## src/fpa_pkg.sv

```systemverilog
// Fixed-point ALU package: opcode codes, pipeline item kinds and the control
// group that travels with an item along the cell chain. No dependencies.
`default_nettype none

package fpa_pkg;

	localparam int unsigned OP_BITS  = 4;
	localparam int unsigned IO_BITS  = 32;

	typedef enum logic [OP_BITS-1:0] {
		OP_ADD        = 4'd0,
		OP_SUB        = 4'd1,
		OP_MUL        = 4'd2,
		OP_DIV        = 4'd3,
		OP_EQ         = 4'd4,
		OP_NE         = 4'd5,
		OP_GT         = 4'd6,
		OP_LT         = 4'd7,
		OP_GE         = 4'd8,
		OP_LE         = 4'd9,
		OP_MIN        = 4'd10,
		OP_MAX        = 4'd11,
		OP_INC        = 4'd12,
		OP_DEC        = 4'd13,
		OP_INT_TO_FIX = 4'd14,
		OP_FIX_TO_INT = 4'd15
	} op_t;

	// What each cell does with an item
	typedef enum logic [1:0] {
		KIND_PASS = 2'd0,
		KIND_MUL  = 2'd1,
		KIND_DIV  = 2'd2
	} kind_t;

	typedef struct packed {
		kind_t kind;
		logic  neg;
		logic  flag;
		logic  dz;
	} ctl_t;

endpackage

`default_nettype wire

```

## src/fpa_decode.sv

```systemverilog
// Front decode of the fixed-point ALU: wraps operands to the word, computes
// the pass-through ops directly and loads the initial cell state for mul and div. Uses fpa_pkg.
`default_nettype none

module fpa_decode #(
	parameter int unsigned WORD_BITS = 32,
	parameter int unsigned FRAC_BITS = 8
) (
	input  wire logic [fpa_pkg::OP_BITS-1:0]         op,
	input  wire logic signed [fpa_pkg::IO_BITS-1:0]  a,
	input  wire logic signed [fpa_pkg::IO_BITS-1:0]  b,
	output fpa_pkg::ctl_t                            ctl,
	output logic [WORD_BITS+FRAC_BITS-1:0]           acc,
	output logic [WORD_BITS+FRAC_BITS-1:0]           num,
	output logic [WORD_BITS+FRAC_BITS-1:0]           opd,
	output logic [WORD_BITS-1:0]                     rem
);
	import fpa_pkg::*;

	localparam int unsigned N = WORD_BITS + FRAC_BITS;

	logic signed [63:0]          a64;
	logic signed [63:0]          b64;
	logic signed [WORD_BITS-1:0] aw;
	logic signed [WORD_BITS-1:0] bw;
	logic [WORD_BITS-1:0]        a_mag;
	logic [WORD_BITS-1:0]        b_mag;
	logic [WORD_BITS-1:0]        val;
	logic                        lt;
	logic                        gt;
	logic                        eq;

	assign a64   = 64'(a);
	assign b64   = 64'(b);
	assign aw    = a64[WORD_BITS-1:0];
	assign bw    = b64[WORD_BITS-1:0];
	assign a_mag = aw[WORD_BITS-1] ? WORD_BITS'(-aw) : WORD_BITS'(aw);
	assign b_mag = bw[WORD_BITS-1] ? WORD_BITS'(-bw) : WORD_BITS'(bw);
	assign lt    = aw < bw;
	assign gt    = bw < aw;
	assign eq    = aw == bw;

	always_comb begin
		val      = '0;
		ctl.kind = KIND_PASS;
		ctl.neg  = 1'b0;
		ctl.flag = 1'b0;
		ctl.dz   = 1'b0;
		num      = '0;
		opd      = '0;
		rem      = '0;
		unique case (op_t'(op))
			OP_ADD:        val = WORD_BITS'(aw + bw);
			OP_SUB:        val = WORD_BITS'(aw - bw);
			OP_MUL: begin
				ctl.kind = KIND_MUL;
				num      = N'(bw);
				opd      = N'(aw);
			end
			OP_DIV: begin
				if (bw == '0) begin
					ctl.dz = 1'b1;
				end else begin
					ctl.kind = KIND_DIV;
					ctl.neg  = aw[WORD_BITS-1] ^ bw[WORD_BITS-1];
					num      = N'(a_mag) << FRAC_BITS;
					opd      = N'(b_mag);
				end
			end
			OP_EQ:         ctl.flag = eq;
			OP_NE:         ctl.flag = !eq;
			OP_GT:         ctl.flag = gt;
			OP_LT:         ctl.flag = lt;
			OP_GE:         ctl.flag = !lt;
			OP_LE:         ctl.flag = !gt;
			OP_MIN:        val = lt ? aw : bw;
			OP_MAX:        val = gt ? aw : bw;
			OP_INC:        val = WORD_BITS'(aw + WORD_BITS'(1));
			OP_DEC:        val = WORD_BITS'(aw - WORD_BITS'(1));
			OP_INT_TO_FIX: val = WORD_BITS'(aw << FRAC_BITS);
			OP_FIX_TO_INT: val = WORD_BITS'(aw >>> FRAC_BITS);
		endcase
	end

	// Pass-through results ride in the same slice of acc where the product lands
	assign acc = (ctl.kind == KIND_MUL) ? '0 : (N'(val) << FRAC_BITS);

endmodule

`default_nettype wire

```

## config.mk

```make
export PLATFORM = sky130hd
export DESIGN_NAME = fpa_decode
export DESIGN_NICKNAME = d
export VERILOG_FILES = /design/src/fpa_pkg.sv /design/src/fpa_decode.sv
export SDC_FILE = /design/constraint.sdc
export NUM_CORES = 1
export LEC_CHECK = 0
export ABC_AREA = 1
export BUFFER_PORTS_ARGS = -buffer_cell sky130_fd_sc_hd__buf_2
export CAP_MARGIN = 40
export CORE_MARGIN = 2
export CORE_UTILIZATION = 30
export DETAILED_ROUTE_END_ITERATION = 8
export PLACE_DENSITY_LB_ADDON = 0.05
export SYNTH_ARGS = -nofsm -noshare
export SYNTH_HDL_FRONTEND = slang
export SYNTH_SLANG_ARGS = --single-unit
```

## constraint.sdc

```tcl
create_clock -name vclk -period 3.15
set_input_delay 0.1575 -clock vclk [all_inputs]
set_output_delay 0.1575 -clock vclk [all_outputs]
set_load 0.01 [all_outputs]
```

==> flow_metrics.env, run 1 <==
export IMPL_initialDrtViolationCount=1196
export IMPL_place_area_um2=11730
export IMPL_cp_end_kind="output pin"
export IMPL_fin_area_um2=14080
export IMPL_vias=13610
export IMPL_seqPwrFrac_pct=0
export IMPL_nClkBuffers=0
export IMPL_fin_nets=2290
export IMPL_min_path_type="input port to output pin"
export IMPL_gr_usage_all_layers_pct=35.44
export IMPL_critPathRequiredTime_ps=2990
export IMPL_seq_area_frac_synth_pct=0
export IMPL_drt_pass1_iter_count=6
export IMPL_p_sw_share_pct=59.84
export IMPL_hold_viol=0
export IMPL_ant_nets=0
export IMPL_rsz0062_at_grt="yes"
export IMPL_tightestPinTransition_ps=957.5
export IMPL_vias_per_cell=5.363
export IMPL_yosys_area_top_type="nand2_1"
export IMPL_gp_congestion=0.9790
export IMPL_wire_per_inst_um=22.07
export IMPL_slew_headroom_pct=36.10
export IMPL_final_setup_worst_slack_ps=-301.9
export IMPL_syn_cell_area_um2=8646
export IMPL_port_buffers=185
export IMPL_n_fill_cell=3172
export IMPL_synth_cell_types=48
export IMPL_failed_checks="negative setup slack"
export IMPL_p_int_w=0.001175
export IMPL_p_sw_w=0.001750
export IMPL_finalMaxSlewViolations=0
export IMPL_yosys_warnings=0
export IMPL_slowest_delay_ps=230
export IMPL_synth_area_leaders="nand2_1 (18%), ha_1 (9.6%), nor2_1 (9.4%)"
export IMPL_regArea_um2=0
export IMPL_drc=0
export IMPL_fin_crit_sh_pct=109.6
export IMPL_die_width_um=173.8
export IMPL_grt_max_degree=49
export IMPL_p_leak_nw=7.043
export IMPL_multi_input_area_um2=9102
export IMPL_fp_dieH_um=173.8
export IMPL_status="finished with violations"
export IMPL_initial_core_util_pct=30.29
export IMPL_arrival_ps=3290
export IMPL_synthToLayoutAreaGrowth_pct=62.88
export IMPL_die_area_um2=30190
export IMPL_period_minus_slack_ps=3452
export IMPL_postRouteWirelength_um=55980
export IMPL_io_pins=225
export IMPL_layout_drive_gt1_share_pct=38.57
export IMPL_worstPathMaxFanout=4
export IMPL_grt_pass1_vias=13230
export IMPL_fin_util_pct=49.33
export IMPL_coreArea_um2=28550
export IMPL_synth_avg_cell_area_um2=5.159
export IMPL_design_seq_count=0
export IMPL_hpwl_um=46210
export IMPL_finalPower_w=0.002925
export IMPL_p_clk_share_pct=0
export IMPL_rows=62
export IMPL_crit_path_start_kind="input port"
export IMPL_fmax_mhz=289.7
export IMPL_fin_cells=2537
export IMPL_yosys_area_top_type_share_pct=18.15
export IMPL_cap_violations=0
export IMPL_syn_instance_count=1676
export IMPL_share_comb_of_total_power_pct=100.0
export IMPL_setup_viol=24
export IMPL_crit_slowest_cell="ha_4"
export IMPL_grt_pass1_wl_um=81490
export IMPL_crit_type="input port to output pin"
export IMPL_powerDensity_nw_per_um2=207.7
export IMPL_antenna_found_initial=0
export IMPL_ir_drop_uv=94.64
export IMPL_grt_overflow_total=0
export IMPL_dp_cells=2467
export IMPL_worstPathCellList="buf_8 -> inv_8 -> ha_4 -> nand3_4 -> nor3_4 -> nand4_1 -> nor2_4 -> buf_6 -> xor2_1 -> inv_1 -> o21ai_1 -> buf_4 -> ha_4 -> a21oi_4 -> o21ai_2 -> a21oi_2 -> buf_4 -> nand3_4 -> a21oi_2 -> o21ai_2 -> o21ai_1 -> nor2_1 -> nand2_1 -> buf_2"
## per-stage QoR
| step | TNS (ps) | setup WS, ps | hold WS, ps |
|---|---|---|---|
| 3_3_place_gp | -14420 | -791.7 | 697.8 |
| 2_1_floorplan | 0 | 136.6 | 438.7 |
| 6_report | -3639 | -301.9 | 709.9 |
| 4_1_cts | -3079 | -306.6 | 711.3 |
| 3_5_place_dp | -13920 | -802.8 | 693.6 |
| 5_1_grt | -8237 | -470.3 | 743.9 |
## power groups by stage
stage	registers [W]	logic, W	clock network (W)
floorplan	0	0.00120	0
global placement	0	0.00227	0
detailed placement	0	0.00226	0
CTS	0	0.00271	0
global route	0	0.00310	0
finish	0	0.00292	0.0000000000799
## layer usage
metal | GRT usage, % | part of all wire [%] | up-vias
met5 | 0 | 0 | -
met1 | 43.54 | 41 | 6269
met4 | 19.29 | 7.2 | 0
met3 | 3.618 | 5.9 | 170
met2 | 60.72 | 46 | 681
li1 | - | - | 6486
## cells in the mapped netlist (19+ instances only)
cell	instances
nand2_1	418
nor2_1	217
inv_1	178
o21ai_0	148
nand3_1	139
a21oi_1	119
ha_1	66
xor2_1	55
buf_4	52
o22ai_1	43
clkbuf_1	32
nand4_1	30
nor3_1	22
o211ai_1	19
## placed cells by master (no fill, tap or decap), types with 43 or more instances in the layout
cell type and count:
nand2_2 48, o22ai_1 43, inv_1 167, buf_4 306
nor2_1 173, xor2_1 46, a21oi_1 78, nand2_1 358
nand3_1 124, buf_2 177, o21ai_0 107
## worst max-delay path: cells and delay by family
| family | cells | cell delay, ps |
|---|---|---|
| fa+ha+maj | 2 | 370 |
| buf+inv | 7 | 830 |
| compound gates | 7 | 900 |
| simple gates | 7 | 910 |
| xor+xnor | 1 | 120 |
## repair_timing
item,CTS,global route
gates resized for setup,341,106
endpoints found under the setup margin,32,35
hold buffers,0,0
setup buffers,67,19
pin swaps,96,74
hold endpoints to repair,0,0
## logic make-up after synthesis
| group | share of synthesized area [%] |
|---|---|
| other | 0.04337 |
| xor gates and xnor gates | 6.787 |
| adders and majority gates | 10.01 |
| AOI/OAI and AO/OA | 23.89 |
| buffers and inverters | 14.99 |
| and+or+nand+nor | 44.27 |
## worst paths after layout
path,slack [ps],from,to,cells after the start
min,710,a[0],acc[8],4
max,-300,b[0],acc[25],24
## final cells by class
| class | count | share of cell area [%] |
|---|---|---|
| inverters | 196 | 5.349 |
| diodes | 1 | 0.01777 |
| well taps | 384 | 3.412 |
| repair buffers | 529 | 26.58 |
| multi-input cells | 1427 | 64.64 |
No activity file was read; power rests on OpenSTA's default activity.
==> inputs of run 2 (changes only) <==
Settings changed: BUFFER_PORTS_ARGS -buffer_cell sky130_fd_sc_hd__buf_2 to -buffer_cell sky130_fd_sc_hd__buf_4, SETUP_SLACK_MARGIN set to 0.02.
==> run 2 against run 1 <==
Net effect:
- the flow still finishes with violations (negative setup slack)
- global-route usage decreased by 1.6 points
- fmax increased by 0.40%
- sequential cell count unchanged
- critical endpoint is now acc[39]
==> flow_metrics.env, run 2 (synthesis gave the netlist of run 1 again) <==
export IMPL_io_pins=225
export IMPL_ir_drop_uv=149.0
export IMPL_powerDensity_nw_per_um2=206.0
export IMPL_finalMaxSlewViolations=0
export IMPL_initial_core_util_pct=30.29
export IMPL_vias=13320
export IMPL_die_area_um2=30190
export IMPL_vias_per_cell=5.283
export IMPL_postRouteWirelength_um=54290
export IMPL_fp_dieH_um=173.8
export IMPL_regArea_um2=0
export IMPL_hold_viol=0
export IMPL_cp_end_kind="output pin"
export IMPL_grt_overflow_total=0
export IMPL_die_width_um=173.8
export IMPL_min_path_type="input port to output pin"
export IMPL_drc=0
export IMPL_startpoint="b[0]"
export IMPL_dp_cells=2463
export IMPL_cts_hold_buffers=0
export IMPL_grt_pass1_wl_um=77970
export IMPL_drt_pass1_iter_count=7
export IMPL_grt_max_degree=42
export IMPL_layout_commonest_cell="buf_4"
export IMPL_rsz0062_at_grt="yes"
export IMPL_fin_nets=2275
export IMPL_port_buffers=185
export IMPL_layout_drive_gt1_share_pct=38.51
export IMPL_coreArea_um2=28550
export IMPL_arrival_ps=3280
export IMPL_crit_slowest_cell="ha_4"
export IMPL_worstPathCellList="buf_8 -> inv_8 -> ha_4 -> nand3_4 -> nor3_4 -> nand4_1 -> nor2_4 -> buf_6 -> nand4_1 -> xor2_2 -> nand2_1 -> nand2_2 -> ha_4 -> nand2_4 -> nor2_4 -> inv_2 -> nor4_4 -> nand3_2 -> nand2_1 -> nand2_1 -> nand3_2 -> nand4_1 -> buf_4"
export IMPL_hpwl_um=44540
export IMPL_setup_viol=23
export IMPL_gp_congestion=0.9783
export IMPL_fmax_mhz=290.9
export IMPL_crit_path_start_kind="input port"
export IMPL_place_area_um2=12150
export IMPL_status="finished with violations"
export IMPL_synthToLayoutAreaGrowth_pct=68.81
export IMPL_fin_area_um2=14600
export IMPL_most_common_layout_cells="buf_4 (457), nand2_1 (360), nor2_1 (168)"
export IMPL_crit_type="input port to output pin"
export IMPL_wire_per_inst_um=21.54
export IMPL_critPathRequiredTime_ps=2990
export IMPL_design_seq_count=0
export IMPL_initialDrtViolationCount=1034
export IMPL_final_setup_worst_slack_ps=-288.1
export IMPL_worstPathMaxFanout=4
export IMPL_gr_usage_all_layers_pct=33.89
export IMPL_grt_pass1_vias=12690
export IMPL_period_minus_slack_ps=3438
export IMPL_n_fill_cell=3118
export IMPL_slowest_delay_ps=340
export IMPL_min_delay_start="a[0]"
export IMPL_ant_nets=0
export IMPL_slew_headroom_pct=41.26
export IMPL_holdWs_ps=718.9
export IMPL_nClkBuffers=0
export IMPL_cap_violations=0
export IMPL_rows=62
export IMPL_tightestPinTransition_ps=880.2
export IMPL_num_antenna_cells=0
export IMPL_failed_checks="negative setup slack"
export IMPL_fin_crit_sh_pct=109.1
export IMPL_fin_cells=2521
export IMPL_antenna_found_initial=0
export IMPL_p_leak_nw=7.077
## run 2: stage by stage
stage                     setup TNS [ps]  util [%]  setup slack, ps  total power [W]
after floorplan                        0         -            136.6         0.001201
after global placement            -15940     42.57           -839.0         0.002330
after detailed placement          -16220     42.57           -873.2         0.002324
after CTS                          -4684     47.76           -320.5         0.002680
after global routing               -8549     51.13           -520.3         0.003197
final                              -4524     51.13           -288.1         0.003007
## run 2: final timing paths
kind / to / cells past startpoint
worst max-delay path: acc[39] / 23
worst min-delay path: acc[8] / 4
## run 2: metal layers
layer | part of all wire [%] | up-vias | wire, µm | GRT usage, %
li1 | - | 6449 | - | -
met1 | 42 | 6131 | 22640 | 43.30
met2 | 46 | 609 | 25230 | 57.62
met3 | 5.8 | 129 | 3136 | 2.259
met4 | 6.1 | 0 | 3287 | 16.88
met5 | 0 | - | 0 | 0
## run 2: power breakdown
group	switching (W)	internal, W	leakage (nW)
clock network	0	0	0
registers	0	0	0
logic	0.00175	0.00125	7.08
total	0.00175	0.00125	7.08
## run 2: cell type report
class / instances / area [µm²] / area share (%)
Inverter: 196 / 755.7 / 5.178
Multi-Input combinational cell: 1427 / 9258 / 63.43
Tap cell: 384 / 480.5 / 3.292
Timing Repair Buffer: 514 / 4101 / 28.10
## run 2: critical path: cells and delay by family
kind | cells | cell delay (ps)
xor+xnor | 1 | 190
buf+inv | 5 | 540
simple gates | 15 | 1910
fa+ha+maj | 2 | 480
## run 2: repair_timing
item | 4_1_cts | 5_1_grt
gates cloned | 0 | 0
setup endpoints to repair | 27 | 34
buffers inserted | 42 | 31
gates resized for setup | 294 | 178
pin swaps | 89 | 112
==> inputs of run 3 (changes only) <==
==> constraint.sdc (replaced) <==
create_clock -name vclk -period 3.15
set_input_delay 0.315 -clock vclk [all_inputs]
set_output_delay 0.315 -clock vclk [all_outputs]
set_load 0.01 [all_outputs]
==> run 3 against run 2 <==
Net effect:
- the flow still finishes with violations (negative setup slack)
- wire length increased by 4.4%
- critical path depth increased by 2
- via count increased by 4.7%
- worst hold slack improved by 320 ps
- critical endpoint is now acc[37]
- highest routed layer unchanged
==> flow_metrics.env, run 3 (synthesis gave the netlist of run 1 again) <==
export IMPL_p_leak_nw=7.716
export IMPL_cp_num_cells=25
export IMPL_period_minus_slack_ps=3902
export IMPL_gp_congestion=0.9997
export IMPL_arrival_ps=3590
export IMPL_finalMaxSlewViolations=0
export IMPL_setup_viol=27
export IMPL_wire_per_inst_um=21.47
export IMPL_initial_core_util_pct=30.29
export IMPL_worst_path_most_repeated_cell="nand2_1"
export IMPL_slowest_delay_ps=340
export IMPL_layout_drive_gt1_share_pct=46.08
export IMPL_vias_per_cell=5.284
export IMPL_gr_usage_all_layers_pct=35.16
export IMPL_cts_hold_buffers=0
export IMPL_ant_nets=0
export IMPL_cpLargestDelayFamily="simple AND/OR/NAND/NOR gates"
export IMPL_startpoint="b[0]"
export IMPL_fmax_mhz=256.3
export IMPL_grt_max_degree=38
export IMPL_coreArea_um2=28550
export IMPL_die_area_um2=30190
export IMPL_vias=13940
export IMPL_tightestPinTransition_ps=807.2
export IMPL_postRouteWirelength_um=56670
export IMPL_port_buffers=185
export IMPL_grt_pass1_wl_um=81050
export IMPL_fin_crit_sh_pct=123.9
export IMPL_crit_path_start_kind="input port"
export IMPL_fin_nets=2393
export IMPL_cp_end_kind="output pin"
export IMPL_hpwl_um=46320
export IMPL_rsz0062_at_grt="yes"
export IMPL_cap_violations=0
export IMPL_grt_pass1_vias=13420
export IMPL_finalPower_w=0.003387
export IMPL_slew_headroom_pct=46.13
export IMPL_crit_type="input port to output pin"
export IMPL_place_area_um2=13040
export IMPL_design_seq_count=0
export IMPL_critPathRequiredTime_ps=2830
export IMPL_die_width_um=173.8
export IMPL_worstPathMaxFanout=4
export IMPL_crit_slowest_cell="ha_4"
export IMPL_holdWs_ps=1037
export IMPL_worstHoldPathCells=4
export IMPL_min_delay_start="b[1]"
export IMPL_status="finished with violations"
export IMPL_regArea_um2=0
export IMPL_ir_drop_uv=123.8
export IMPL_num_antenna_cells=0
export IMPL_most_common_layout_cells="buf_4 (536), nand2_1 (329), nor2_1 (162)"
export IMPL_failed_checks="negative setup slack"
export IMPL_fin_util_pct=56.68
export IMPL_fin_area_um2=16180
export IMPL_drc=0
export IMPL_antenna_found_initial=0
export IMPL_initialDrtViolationCount=1252
export IMPL_cp_num_buf_inv=4
export IMPL_powerDensity_nw_per_um2=209.3
export IMPL_io_pins=225
export IMPL_synthToLayoutAreaGrowth_pct=87.16
export IMPL_grt_overflow_total=0
export IMPL_final_setup_worst_slack_ps=-752.3
export IMPL_nClkBuffers=0
export IMPL_drt_pass1_iter_count=8
export IMPL_hold_viol=0
export IMPL_min_path_type="input port to output pin"
export IMPL_rows=62
export IMPL_fp_dieH_um=173.8
export IMPL_layout_commonest_cell="buf_4"
run 3: changes by cell type in the layout (fill, tap and decap cells not counted), sizes merged:
cell      delta
clkinvlp     +4
buf        +115
clkinv       -2
inv          -2
clkbuf       +2
nand3        +1
run 3: final cells by class:
cell class,count,area (µm²)
tap,384,480.5
multi-input combinational,1428,9779
fill,2938,12370
timing repair buffer,631,5164
inverter,196,758.2
run 3: path summary, 6_finish.rpt:
check | endpoint | slack, ps
worst min-delay path | opd[1] | 1040
worst max-delay path | acc[37] | -750
run 3: through the flow:
stage,TNS (ps),worst slack [ps],cells
2_1_floorplan,-270.9,-79.18,1715
3_3_place_gp,-21790,-985.3,2562
3_5_place_dp,-22490,-1063,2562
4_1_cts,-13920,-645.6,2618
6_report,-15170,-752.3,2639
5_1_grt,-19080,-991.8,2639
run 3: layer usage:
layer | vias up | track usage, % | routed length (µm)
met2 | 649 | 60.62 | 26860
met5 | - | 0 | 0
met1 | 6423 | 42.90 | 22230
met3 | 166 | 2.654 | 3568
li1 | 6706 | - | -
met4 | 0 | 20.55 | 4018
run 3: where the power goes:
group	leakage (nW)	switching (W)	internal (W)
clock	0	0	0
combinational	7.72	0.00187	0.00152
sequential	0	0	0
run 3: what timing repair did:
| item | CTS | global route |
|---|---|---|
| endpoints found under the setup margin | 33 | 40 |
| buffers inserted | 58 | 40 |
| pin swaps | 107 | 123 |
| cloned | 1 | 3 |
| gates resized for setup | 299 | 295 |
